--- src/sv/unsharp_mask_9x9_stream_macros.svh ---
// Assertion macros shared by the RTL of the unsharp-mask block.
`ifndef UNSHARP_MASK_9X9_STREAM_MACROS_SVH
`define UNSHARP_MASK_9X9_STREAM_MACROS_SVH

// Property that must hold at every clock edge outside reset.
`define USM_ASSERT(lbl, prop) \
    lbl: assert property (@(posedge clk) disable iff (!rst_n) (prop)) \
        else $error("usm assertion failed");

// Condition that must hold in the cycle after a trigger.
`define USM_ASSERT_NEXT(lbl, trig, cond) \
    lbl: assert property (@(posedge clk) disable iff (!rst_n) (trig) |=> (cond)) \
        else $error("usm assertion failed");

`endif

--- src/sv/usm_pkg.sv ---
// Package with the types, weights and register codes of the unsharp-mask block.
`default_nettype none
package usm_pkg;

    // Register indexes on the configuration port.
    localparam logic REG_OUT_WIDTH  = 1'b0;
    localparam logic REG_OUT_HEIGHT = 1'b1;

    localparam int PAD_SIZE   = 8;
    localparam int HEIGHT_CAP = 2048;

    // Gaussian weights indexed by distance from the window centre.
    localparam logic [4:0] GAUSS_W [5][5] = '{
        '{5'd18, 5'd14, 5'd7, 5'd2, 5'd0},
        '{5'd14, 5'd11, 5'd5, 5'd1, 5'd0},
        '{5'd7,  5'd5,  5'd3, 5'd1, 5'd0},
        '{5'd2,  5'd1,  5'd1, 5'd0, 5'd0},
        '{5'd0,  5'd0,  5'd0, 5'd0, 5'd0}
    };

    function automatic int abs_off(input int i);
        return (i >= 4) ? (i - 4) : (4 - i);
    endfunction

    function automatic logic [4:0] gauss_weight(input int r, input int k);
        return GAUSS_W[abs_off(r)][abs_off(k)];
    endfunction

    // One slot of the restoring divider pipeline.
    typedef struct packed {
        logic        valid;
        logic        last;
        logic        sat;
        logic [7:0]  c;
        logic [7:0]  den;
        logic [12:0] rem;
        logic [7:0]  quo;
    } usm_div_t;

endpackage
`default_nettype wire

--- src/sv/usm_div.sv ---
// Eight-stage restoring divider producing one quotient bit per stage.
`default_nettype none
module usm_div
    import usm_pkg::*;
(
    input  wire logic     clk,
    input  wire logic     rst_n,
    input  wire logic     adv,
    input  wire usm_div_t din,
    output usm_div_t      dout
);

    usm_div_t stage_reg  [8];
    usm_div_t stage_next [8];

    always_comb
    begin
        usm_div_t   prev;
        logic [15:0] trial;
        for (int i = 0; i < 8; i++)
        begin
            prev  = (i == 0) ? din : stage_reg[(i == 0) ? 0 : i - 1];
            trial = 16'(prev.den) << (7 - i);
            stage_next[i] = prev;
            if ({3'b000, prev.rem} >= trial)
            begin
                stage_next[i].rem        = 13'({3'b000, prev.rem} - trial);
                stage_next[i].quo[7 - i] = 1'b1;
            end
            else
            begin
                stage_next[i].quo[7 - i] = 1'b0;
            end
        end
    end

    always_ff @(posedge clk or negedge rst_n)
    begin
        if (!rst_n)
        begin
            for (int i = 0; i < 8; i++)
            begin
                stage_reg[i] <= '0;
            end
        end
        else if (adv)
        begin
            for (int i = 0; i < 8; i++)
            begin
                stage_reg[i] <= stage_next[i];
            end
        end
    end

    assign dout = stage_reg[7];

endmodule
`default_nettype wire

--- config.mk ---
export PLATFORM = sky130hd
export DESIGN_NAME = usm_div
export DESIGN_NICKNAME = d
export VERILOG_FILES = /design/src/sv/unsharp_mask_9x9_stream_macros.svh /design/src/sv/usm_pkg.sv /design/src/sv/usm_div.sv
export SDC_FILE = /design/constraint.sdc
export NUM_CORES = 1
export LEC_CHECK = 0
export ABC_CLOCK_PERIOD_IN_PS = 4000
export BUFFER_PORTS_ARGS = -buffer_cell sky130_fd_sc_hd__buf_4
export CELL_PAD_IN_SITES_DETAIL_PLACEMENT = 1
export CELL_PAD_IN_SITES_GLOBAL_PLACEMENT = 1
export CORE_MARGIN = 4
export CORE_UTILIZATION = 50
export DETAILED_ROUTE_END_ITERATION = 8
export PLACE_DENSITY_LB_ADDON = 0.12
export SLEW_MARGIN = 20
export SYNTH_ARGS = -nofsm -noshare
export SYNTH_HDL_FRONTEND = slang
export SYNTH_SLANG_ARGS = --single-unit
export TNS_END_PERCENT = 30
--- constraint.sdc ---
create_clock -name clk -period 4 [get_ports clk]
set_clock_uncertainty 0.05 [all_clocks]
set_input_delay 0.8 -clock clk [delete_from_list [all_inputs] [get_ports clk]]
set_output_delay 0.8 -clock clk [all_outputs]
set_load 0.005 [all_outputs]
Yosys cells after proc, flatten, opt, wreduce, memory -nomap -nowiden
Cells that the tools add are included.
Cells by class
  mux-type cells: 16
  multiply operators: 0
  shift-type cells: 0
  add/subtract/negate cells: 8
  div/mod/pow operators: 0
  equal/unequal tests: 0
  reductions and logical operators: 0
  bitwise operators: 0
  order comparisons: 8
Operators by type and width (number)
  2-to-1 mux 13 bit: 8
  subtractor 13 bit: 3
  >= comparator 13 x 15 -> 1 bit: 1
  >= comparator 13 x 14 -> 1 bit: 1
  >= comparator 13 x 10 -> 1 bit: 1
  >= comparator 13 x 11 -> 1 bit: 1
  >= comparator 13 x 12 -> 1 bit: 1
  >= comparator 13 bit: 1
  >= comparator 13 x 8 -> 1 bit: 1
  >= comparator 13 x 9 -> 1 bit: 1
  subtractor 13 x 10 -> 13 bit: 1
  subtractor 13 x 11 -> 13 bit: 1
  subtractor 13 x 12 -> 13 bit: 1
  subtractor 13 x 8 -> 13 bit: 1
  subtractor 13 x 9 -> 13 bit: 1
  2-to-1 mux 1 bit: 8
Word-level totals
  bits in latches: 0
  word-level logic and storage cells: 88
  memory bits (read-only): 0
  bits in writable memories: 0
  register bits: 320
  memories: 0
  input port bits: 43
  output and inout bits: 40

Logic depth before layout (Yosys ltp)
Gate-level depths: netlist of the first run.
  depth after elaboration: 2
  gate-level depth with buffers: 11
  gate-level depth less buffers: 10

Worst setup path before layout of the first run
No wires, ideal clock.
  kind: input to register
  start: input din[15] in the netlist's numbering
  end: register stage_reg[295] in the netlist's numbering
  path slack: 1.156 ns
  stages: 9
  setup time: 0.125 ns
  arrival time: 2.669 ns
  required time: 3.825 ns
  buffers on the path: 0
  cells stage by stage: inv_1 > ha_1 > fa_1 > and2b_2 > o31a_2 > a2111oi_2 > nor4_4 > mux2i_1 > mux2_4
Between the ends
  cells in the longest elaborated chain, start to end: 2
  elaborated cells on any way between the ends: 3
  those cells by class: add/sub (1); order compare (1); mux (1)
Ends and longest elaborated chain
  from (decl): RTL line usm_div.sv:9  | input wire usm_div_t din,
  subtractor 13 bit / >= comparator 13 x 15 -> 1 bit (equally long branches): RTL line usm_div.sv:27, usm_div.sv:25
  2-to-1 mux 13 bit *: RTL line usm_div.sv:25  | if ({3'b000, prev.rem} >= trial)
  to (signal, indexed assignment): RTL line usm_div.sv:50  | stage_reg[i] <= stage_next[i];
  to (decl): RTL line usm_div.sv:13  | usm_div_t stage_reg [8];
Every way passes the cells marked *; elsewhere a longest branch is shown, timed or not.
A chain may end at the register's enable or synchronous reset.

Final worst setup path of the first run
  start: register stage_reg[89] in the netlist's numbering
  end: register stage_reg[52] in the netlist's numbering
Between the ends
  cells in the longest elaborated chain, start to end: 2
  elaborated cells on any way between the ends: 3
  those cells by class: add/sub (1); order compare (1); mux (1)
Ends and longest elaborated chain (RTL line)
  subtractor 13 x 9 -> 13 bit / >= comparator 13 x 9 -> 1 bit (equally long branches): usm_div.sv:27, usm_div.sv:25
  2-to-1 mux 13 bit *: usm_div.sv:25
Marks and branches as above.

==> summary.md, run 1 <==
| Metric | Value |
|---|---|
| Status | finished clean |
| Final Cycle Share | 76.5% |
| Initial antenna violation count | 0 |
| GRT Total Usage | 20.9% |
| Vias per inst | 5.52 |
| Max-cap violations | 0 |
| Die width | 180 um |
| Largest cells by area after synthesis | dfrtp_1 50%, mux2_2 13%, ha_1 5.2% |
| Post-synth EDFFs | 0 |
| DR iter-0 viols | 530 |
| Crit-path slowest cell | a211oi_2 |
| Clock sinks | 292 |
| Pin count of the biggest net entering global routing | 172 |
| CTS Hold Buffers Added | 0 |
| Diode count | 0 |
| Starting Density | 51.0% |
| Clock-pin slew on the worst setup and hold paths | 60 ps |
| Nets | 1487 |
| Met3 wire len | 869 um |
| First-pass GRT wire length | 56400 um |
| Layout cells sized above 1 | 22.5% |
| CTS tree | done |
| Clk root buf | clkbuf_16 |
| Footprint of the multi-input gates | 0.00661 mm2 |
| WL met2 | 17000 um |
| CTS Buffer Depth | 3 |
| Req. time, crit path | 4290 ps |
| HPWL Detailed | 23500 um |
| Number of cells on the worst reg-to-reg path | 10 |
| Rows | 62 |
| CP max FO | 9 |
| Setup bufs post-CTS | 0 |
| Pwr Density | 715 mW/mm2 |
| Syn Nets | 1460 |
| WL final | 33500 um |
| Final ANT Viol Nets | 0 |
| Register area share after synthesis | 49.6% |
| Max VDD drop | 0.000352 V |
| WL/cell | 18.8 um |
| Die area | 0.0323 mm2 |
| Initial DRT Pass Iterations | 4 |
| FFs w/ async S/R, synth | 100% |
| P_leak | 7.32 nW |
| Cell with the most instances after synthesis | dfrtp_1 |
| CP max stage delay | 550 ps |
| Ys flop type | dfrtp_1 |
| Max reg flops | 161 |
| Core area | 0.0289 mm2 |
| Worst-Margin Slew | 831 ps |
| Critical Path AT | 3350 ps |
| WP buf/inv | 3 |
| Drc violations | 0 |
| Most used cell, CP | inv_1 |
| Yosys top cell area share | 49.6% |
| Vias in the first global route | 10600 |
| Met1 wire length | 15000 um |
| Synth Register Bits | 292 |
| Max layer used | met4 |
| Fill count | 3119 |
| Die Y | 180 um |
| Total CTS buffers | 34 |
| Final Hold Viols | 0 |
| Worst-Skew Late Latency | 510 ps |
| GPL Wtd Cong | 0.853 |
| Synth area leader | dfrtp_1 |
| Post-synthesis cell area | 0.0147 mm2 |
| Final worst setup slack | 939 ps |
| Type of the worst min-delay path | input pin to asynchronous set/reset pin |
| Mean area per synthesized cell | 10.9 um2 |
| Storage element area | 0.00731 mm2 |
| Crit path kind | flop to flop |
| # setup viols final | 0 |
| Setup crit start kind | flop |
| Count of cell types in the netlist | 67 |
| I/O pin total | 83 |
| Sum Neg Setup Slack | 0 ps |
| Post-CTS sizing | 0 |
| Routed vias | 9832 |
| Worst r2r dst | stage_reg[52]$_DFFE_PN0P_ |
| Reg2reg start | stage_reg[89]$_DFFE_PN0P_ |
| Tmin final | 3060 ps |
| Slew Viols, Final | 0 |
| Port bufs | 74 |
| Worst path top cell family by delay | compound AO/OA/AOI/OAI gates |
| Achievable Freq | 0.327 GHz |
| Area growth syn-to-layout | 11.8% |
| Unrepaired setup endpoints after global routing | no |
| Pre-CTS WS | 771 ps |
| CP Launch Point | stage_reg[89]$_DFFE_PN0P_ |
| R2r setup slk | 940 ps |
| Grt ovf | 0 |
| Synth warnings | 0 |
| Mapped Cells | 1348 |
| Slew HR | 43.8% |
| Leading post-synthesis cells by instance count | 292 x dfrtp_1, 166 x mux2_2, 104 x nor2_1 |
| Critical path cell sequence | inv_1 -> ha_1 -> inv_1 -> fa_1 -> a211oi_1 -> o211ai_1 -> a211oi_2 -> buf_4 -> mux2i_1 -> a21oi_1 |
| H-tree levels | 2 |
| Crit path capture type | flop |
kinds of logic (layout without fill, tap and decap cells):
kind of cell / Yosys count / count (layout) / share of synthesized area [%]
flip-flops: 292 / 292 / 49.6
AND/OR/NAND/NOR: 292 / 292 / 9.25
multiplexers: 206 / 206 / 15.5
adder cells (fa/ha/maj): 69 / 69 / 6.27
XOR/XNOR: 32 / 32 / 1.90
buffers and inverters: 174 / 223 / 5.51
AO/OA/AOI/OAI: 283 / 283 / 12.0
where the power goes:
part | leakage (nW) | total, mW | switching, mW | internal (mW)
Combinational | 3.34 | 4.33 | 2.26 | 2.07
Sequential | 3.46 | 4.46 | 0.658 | 3.80
Clock | 0.518 | 2.99 | 1.22 | 1.77
cell type report:
class	count	area share, %
inverter	82	1.87
tap	384	2.92
multi-input combinational	882	40.1
sequential	292	44.4
timing repair buffer	83	4.18
clock buffer	47	5.65
clock inverter	11	0.859
worst reg2reg max path, delay by kind of cell (launching register included):
kind	cells	cell delay, ps
mux	1	290
flops	1	380
fa+ha+maj	2	620
compound gates	4	1150
buf+inv	3	420
cells in the final DEF (no fill, tap or decap), drive strengths merged, types with 15 or more instances in the layout:
master	instances
ha	61
o21a	20
nor2b	17
a21oi	81
mux2i	38
clkbuf	47
xor2	15
buf	83
o21ai	87
xnor2	17
mux2	168
inv	84
nor2	104
nand2	99
dfrtp	292
a31oi	16
routing by layer:
layer	vias up	track usage, %
met5	-	0
met2	110	37.1
li1	4747	-
met3	36	2.93
met4	0	5.09
met1	4939	27.4
metrics by stage:
step           instances  total power [mW]  instance area (um2)  hold slack, ps  util (%)
2_1_floorplan       1348              7.61                14700             400         -
3_3_place_gp        1723              8.61                15400             412      53.3
3_5_place_dp        1723              8.82                15400             420      53.3
4_1_cts             1781              11.9                16500             273      57.0
5_1_grt             1781              12.7                16500             292      57.0
6_report            1781              11.8                16500             244      57.0
worst max path at each step:
stage	end	slack (ps)	depth (start not counted)
after floorplan	stage_reg[295]$_DFFE_PN0P_	1160	9
after global placement	stage_reg[296]$_DFFE_PN0P_	830	10
after detailed placement	stage_reg[296]$_DFFE_PN0P_	770	10
after CTS	stage_reg[52]$_DFFE_PN0P_	940	10
after global routing	stage_reg[52]$_DFFE_PN0P_	640	10
final	stage_reg[52]$_DFFE_PN0P_	940	10
Power figures use the tool's default switching activity.
==> run 2, diff against run 1 <==
--- a/config.mk
+++ b/config.mk
@@ -5,12 +5,13 @@
 export SDC_FILE = /design/constraint.sdc
 export NUM_CORES = 1
 export LEC_CHECK = 0
-export ABC_CLOCK_PERIOD_IN_PS = 4000
+export ABC_AREA = 1
+export ABC_CLOCK_PERIOD_IN_PS = 2500
 export BUFFER_PORTS_ARGS = -buffer_cell sky130_fd_sc_hd__buf_4
 export CELL_PAD_IN_SITES_DETAIL_PLACEMENT = 1
 export CELL_PAD_IN_SITES_GLOBAL_PLACEMENT = 1
 export CORE_MARGIN = 4
-export CORE_UTILIZATION = 50
+export CORE_UTILIZATION = 41
 export DETAILED_ROUTE_END_ITERATION = 8
 export PLACE_DENSITY_LB_ADDON = 0.12
 export SLEW_MARGIN = 20
==> constraint.sdc (replaced) <==
create_clock -name clk -period 2.5 [get_ports clk]
set_clock_uncertainty 0.05 [all_clocks]
set_input_delay 0.5 -clock clk [delete_from_list [all_inputs] [get_ports clk]]
set_output_delay 0.5 -clock clk [all_outputs]
set_load 0.005 [all_outputs]
==> run 2 against run 1 <==
Die area grew 29%. Routed wire length grew 17%. Combinational power grew 86%. Flip-flop and latch count is the same. Power grew 70%. Largest cell class unchanged.
==> summary.md, run 2 <==
| Metric | Value |
|---|---|
| Status | finished clean (unchanged) |
| DR iter-0 viols | 496 (was 530) |
| Pwr Density | 1120 mW/mm2 (was 715 mW/mm2) |
| Pin count of the biggest net entering global routing | 132 (was 172) |
| GPL Wtd Cong | 0.808 (was 0.853) |
| Drc violations | 0 (unchanged) |
| First-pass GRT wire length | 67400 um (was 56400 um) |
| Most frequent cells in the layout | 913 x nand2_1, 292 x dfrtp_1, 240 x inv_1, 176 x nand3_1, 103 x o21ai_0 (was 292 x dfrtp_1, 166 x mux2_2, 104 x nor2_1, 99 x nand2_1, 86 x o21ai_0) |
| WL/cell | 14.7 um (was 18.8 um) |
| Most common cell after layout, fill and taps aside | nand2_1 (was dfrtp_1) |
| Area growth syn-to-layout | 13.3% (was 11.8%) |
| Setup bufs post-CTS | 0 (unchanged) |
| Crit path capture type | flop (unchanged) |
| Synth area leader | dfrtp_1 (unchanged) |
| CTS Buffer Depth | 3 (unchanged) |
| CP max stage delay | 410 ps (was 550 ps) |
| Max-cap violations | 0 (unchanged) |
| WP buf/inv | 3 (unchanged) |
| Final ANT Viol Nets | 0 (unchanged) |
| Worst-Margin Slew | 565 ps (was 831 ps) |
| Count of cell types in the netlist | 31 (was 67) |
| Post-Place Cells | 2610 (was 1723) |
| Worst-Skew Late Latency | 530 ps (was 510 ps) |
| Setup crit start kind | flop (unchanged) |
| Type of the worst min-delay path | input pin to flop (was input pin to asynchronous set/reset pin) |
| Routed vias | 13000 (was 9832) |
| Crit path kind | flop to flop (unchanged) |
| Vias per inst | 4.86 (was 5.52) |
| Final Hold Viols | 0 (unchanged) |
| Vias in the first global route | 13800 (was 10600) |
| Synth Register Bits | 292 (unchanged) |
| Critical path cell sequence | inv_1 -> ha_1 -> inv_1 -> fa_1 -> nand3_1 -> nand2_1 -> nand2_1 -> nand3_1 -> nor2_2 -> buf_4 -> nand2_1 -> nand3_1 -> nand2_1 (was inv_1 -> ha_1 -> inv_1 -> fa_1 -> a211oi_1 -> o211ai_1 -> a211oi_2 -> buf_4 -> mux2i_1 -> a21oi_1) |
| Register area share after synthesis | 46.3% (was 49.6%) |
| CP max FO | 9 (unchanged) |
| Initial antenna violation count | 0 (unchanged) |
| Slew Viols, Final | 0 (unchanged) |
| Diode count | 0 (unchanged) |
| # setup viols final | 0 (unchanged) |
| Crit-path slowest cell | fa_1 (was a211oi_2) |
| Final worst setup slack | 215 ps (was 939 ps) |
| Achievable Freq | 0.438 GHz (was 0.327 GHz) |
| Ys flop type | dfrtp_1 (unchanged) |
| Die area | 0.0417 mm2 (was 0.0323 mm2) |
| Non-filler cells, final | 2672 (was 1781) |
| P_leak | 9.73 nW (was 7.32 nW) |
| Pre-CTS WS | 130 ps (was 771 ps) |
| Nets | 2249 (was 1487) |
| Port bufs | 74 (unchanged) |
| Cell with the most instances after synthesis | nand2_1 (was dfrtp_1) |
| Syn Nets | 2222 (was 1460) |
| Die Y | 204 um (was 180 um) |
| Layout cells sized above 1 | 8.65% (was 22.5%) |
| Number of cells on the worst reg-to-reg path | 13 (was 10) |
| Grt ovf | 0 (unchanged) |
| Sum Neg Setup Slack | 0 ps (unchanged) |
| Clock-pin slew on the worst setup and hold paths | 60 ps (about the same) |
| Post-synthesis cell area | 0.0158 mm2 (was 0.0147 mm2) |
| Slew HR | 62.3% (was 43.8%) |
| Die width | 204 um (was 180 um) |
| FFs w/ async S/R, synth | 100% (unchanged) |
| H-tree levels | 2 (unchanged) |
| Mean area per synthesized cell | 7.48 um2 (was 10.9 um2) |
| Max VDD drop | 0.000463 V (was 0.000352 V) |
| Synth warnings | 0 (unchanged) |
| Leading post-synthesis cells by instance count | 913 x nand2_1, 292 x dfrtp_1, 241 x inv_1 (was 292 x dfrtp_1, 166 x mux2_2, 104 x nor2_1) |
| Most used cell, CP | nand2_1 (was inv_1) |
| Total CTS buffers | 35 (was 34) |
| Largest cells by area after synthesis | dfrtp_1 46%, nand2_1 22%, inv_1 5.7% (was dfrtp_1 50%, mux2_2 13%, ha_1 5.2%) |
| Critical Path AT | 2650 ps (was 3350 ps) |
| WL final | 39300 um (was 33500 um) |
| Post-synth EDFFs | 0 (unchanged) |
| Unrepaired setup endpoints after global routing | no (unchanged) |
| GRT Total Usage | 19.1% (was 20.9%) |
| Yosys top cell area share | 46.3% (was 49.6%) |
| Core area | 0.0378 mm2 (was 0.0289 mm2) |
| Tmin final | 2290 ps (was 3060 ps) |
| Worst path top cell family by delay | simple AND/OR/NAND/NOR gates (was compound AO/OA/AOI/OAI gates) |
| Clk root buf | clkbuf_16 (unchanged) |
| I/O pin total | 83 (unchanged) |
| Initial DRT Pass Iterations | 5 (was 4) |
| CTS tree | done (unchanged) |
| Clock sinks | 292 (unchanged) |
| Starting Density | 41.7% (was 51.0%) |
| Mapped Cells | 2110 (was 1348) |
| Worst Hold Path Cells | 3 |
| HPWL Detailed | 28300 um (was 23500 um) |
| Number of cells on the critical path | 13 (was 10) |
| Req. time, crit path | 2860 ps (was 4290 ps) |
| Final Cycle Share | 91.4% (was 76.5%) |
| Rows | 71 (was 62) |
| Max reg flops | 161 (unchanged) |
-- run 2: cell types whose count changed after synthesis, sizes merged, moves of 15 or more --
cell	delta
a21oi	-56
buf	+31
clkbuf	-15
inv	+163
mux2	-168
mux2i	-38
nand2	+823
nand3	+170
nand4	+31
nor2	-25
nor2b	-17
o21a	-19
o21ai	+18
-- run 2: repair_timing --
item | 4_1_cts | 5_1_grt
hold buffers | 1 | 0
endpoints found under the setup margin | 0 | 1
resized for setup | 0 | 1
endpoints found under the hold margin | 23 | 0
-- run 2: path summary, 6_finish.rpt --
| check | start | end | slack [ps] |
|---|---|---|---|
| min reg2reg | stage_next[207]$_DFFE_PN0P_ | stage_next[207]$_DFFE_PN0P_ | 420 |
| max | stage_reg[89]$_DFFE_PN0P_ | stage_reg[56]$_DFFE_PN0P_ | 210 |
| min in group asynchronous | rst_n | stage_reg[59]$_DFFE_PN0P_ | 380 |
| max reg2reg | stage_reg[89]$_DFFE_PN0P_ | stage_reg[56]$_DFFE_PN0P_ | 210 |
| min | din[38] | stage_next[278]$_DFFE_PN0P_ | 140 |
| max in group asynchronous | rst_n | stage_next[110]$_DFFE_PN0P_ | 1210 |
-- run 2: kinds of logic (layout without fill, tap and decap cells) --
family / Yosys count / in the layout / synth area share, %
XOR/XNOR: 26 / 26 / 1.44
adder cells (fa/ha/maj): 69 / 69 / 5.85
AO/OA/AOI/OAI: 136 / 136 / 4.46
AND/OR/NAND/NOR: 1235 / 1235 / 32.2
buffers and inverters: 352 / 403 / 9.71
flip-flops: 292 / 292 / 46.3
-- run 2: area by class of cell --
type / instances / area, um2
multi-input cells: 1466 / 6940
clock buffers: 48 / 1040
repair buffers: 98 / 841
inverters: 244 / 921
clock inverters: 13 / 180
flip-flops and latches: 292 / 7310
well taps: 511 / 639
fillers: 4724 / 20000
-- run 2: where the power goes --
| part | leakage (nW) | internal [mW] | switching (mW) |
|---|---|---|---|
| logic | 5.43 | 3.01 | 5.06 |
| registers | 3.68 | 5.79 | 0.770 |
| clock network | 0.613 | 3.34 | 2.03 |
| total | 9.73 | 12.1 | 7.86 |
-- run 2: metrics by stage --
step | power [mW] | utilization (%) | area [um2] | hold WS, ps
floorplan | 12.6 | - | 15800 | 154
global placement | 14.5 | 44.0 | 16600 | 325
detailed placement | 14.8 | 44.0 | 16600 | 325
CTS | 20.3 | 47.2 | 17900 | 111
global route | 21.8 | 47.2 | 17900 | 124
finish | 20.0 | 47.2 | 17900 | 135
-- run 2: tightest hold or removal path: cells and delay by family --
kind,cells,cell delay (ps)
simple gates,2,90
buf+inv,1,80
-- run 2: routing by layer --
layer | part of all wire, % | global-route usage, %
met2 | 51 | 35.3
met5 | 0 | 0
met1 | 44 | 23.8
met4 | 2.2 | 4.71
met3 | 2.7 | 2.55
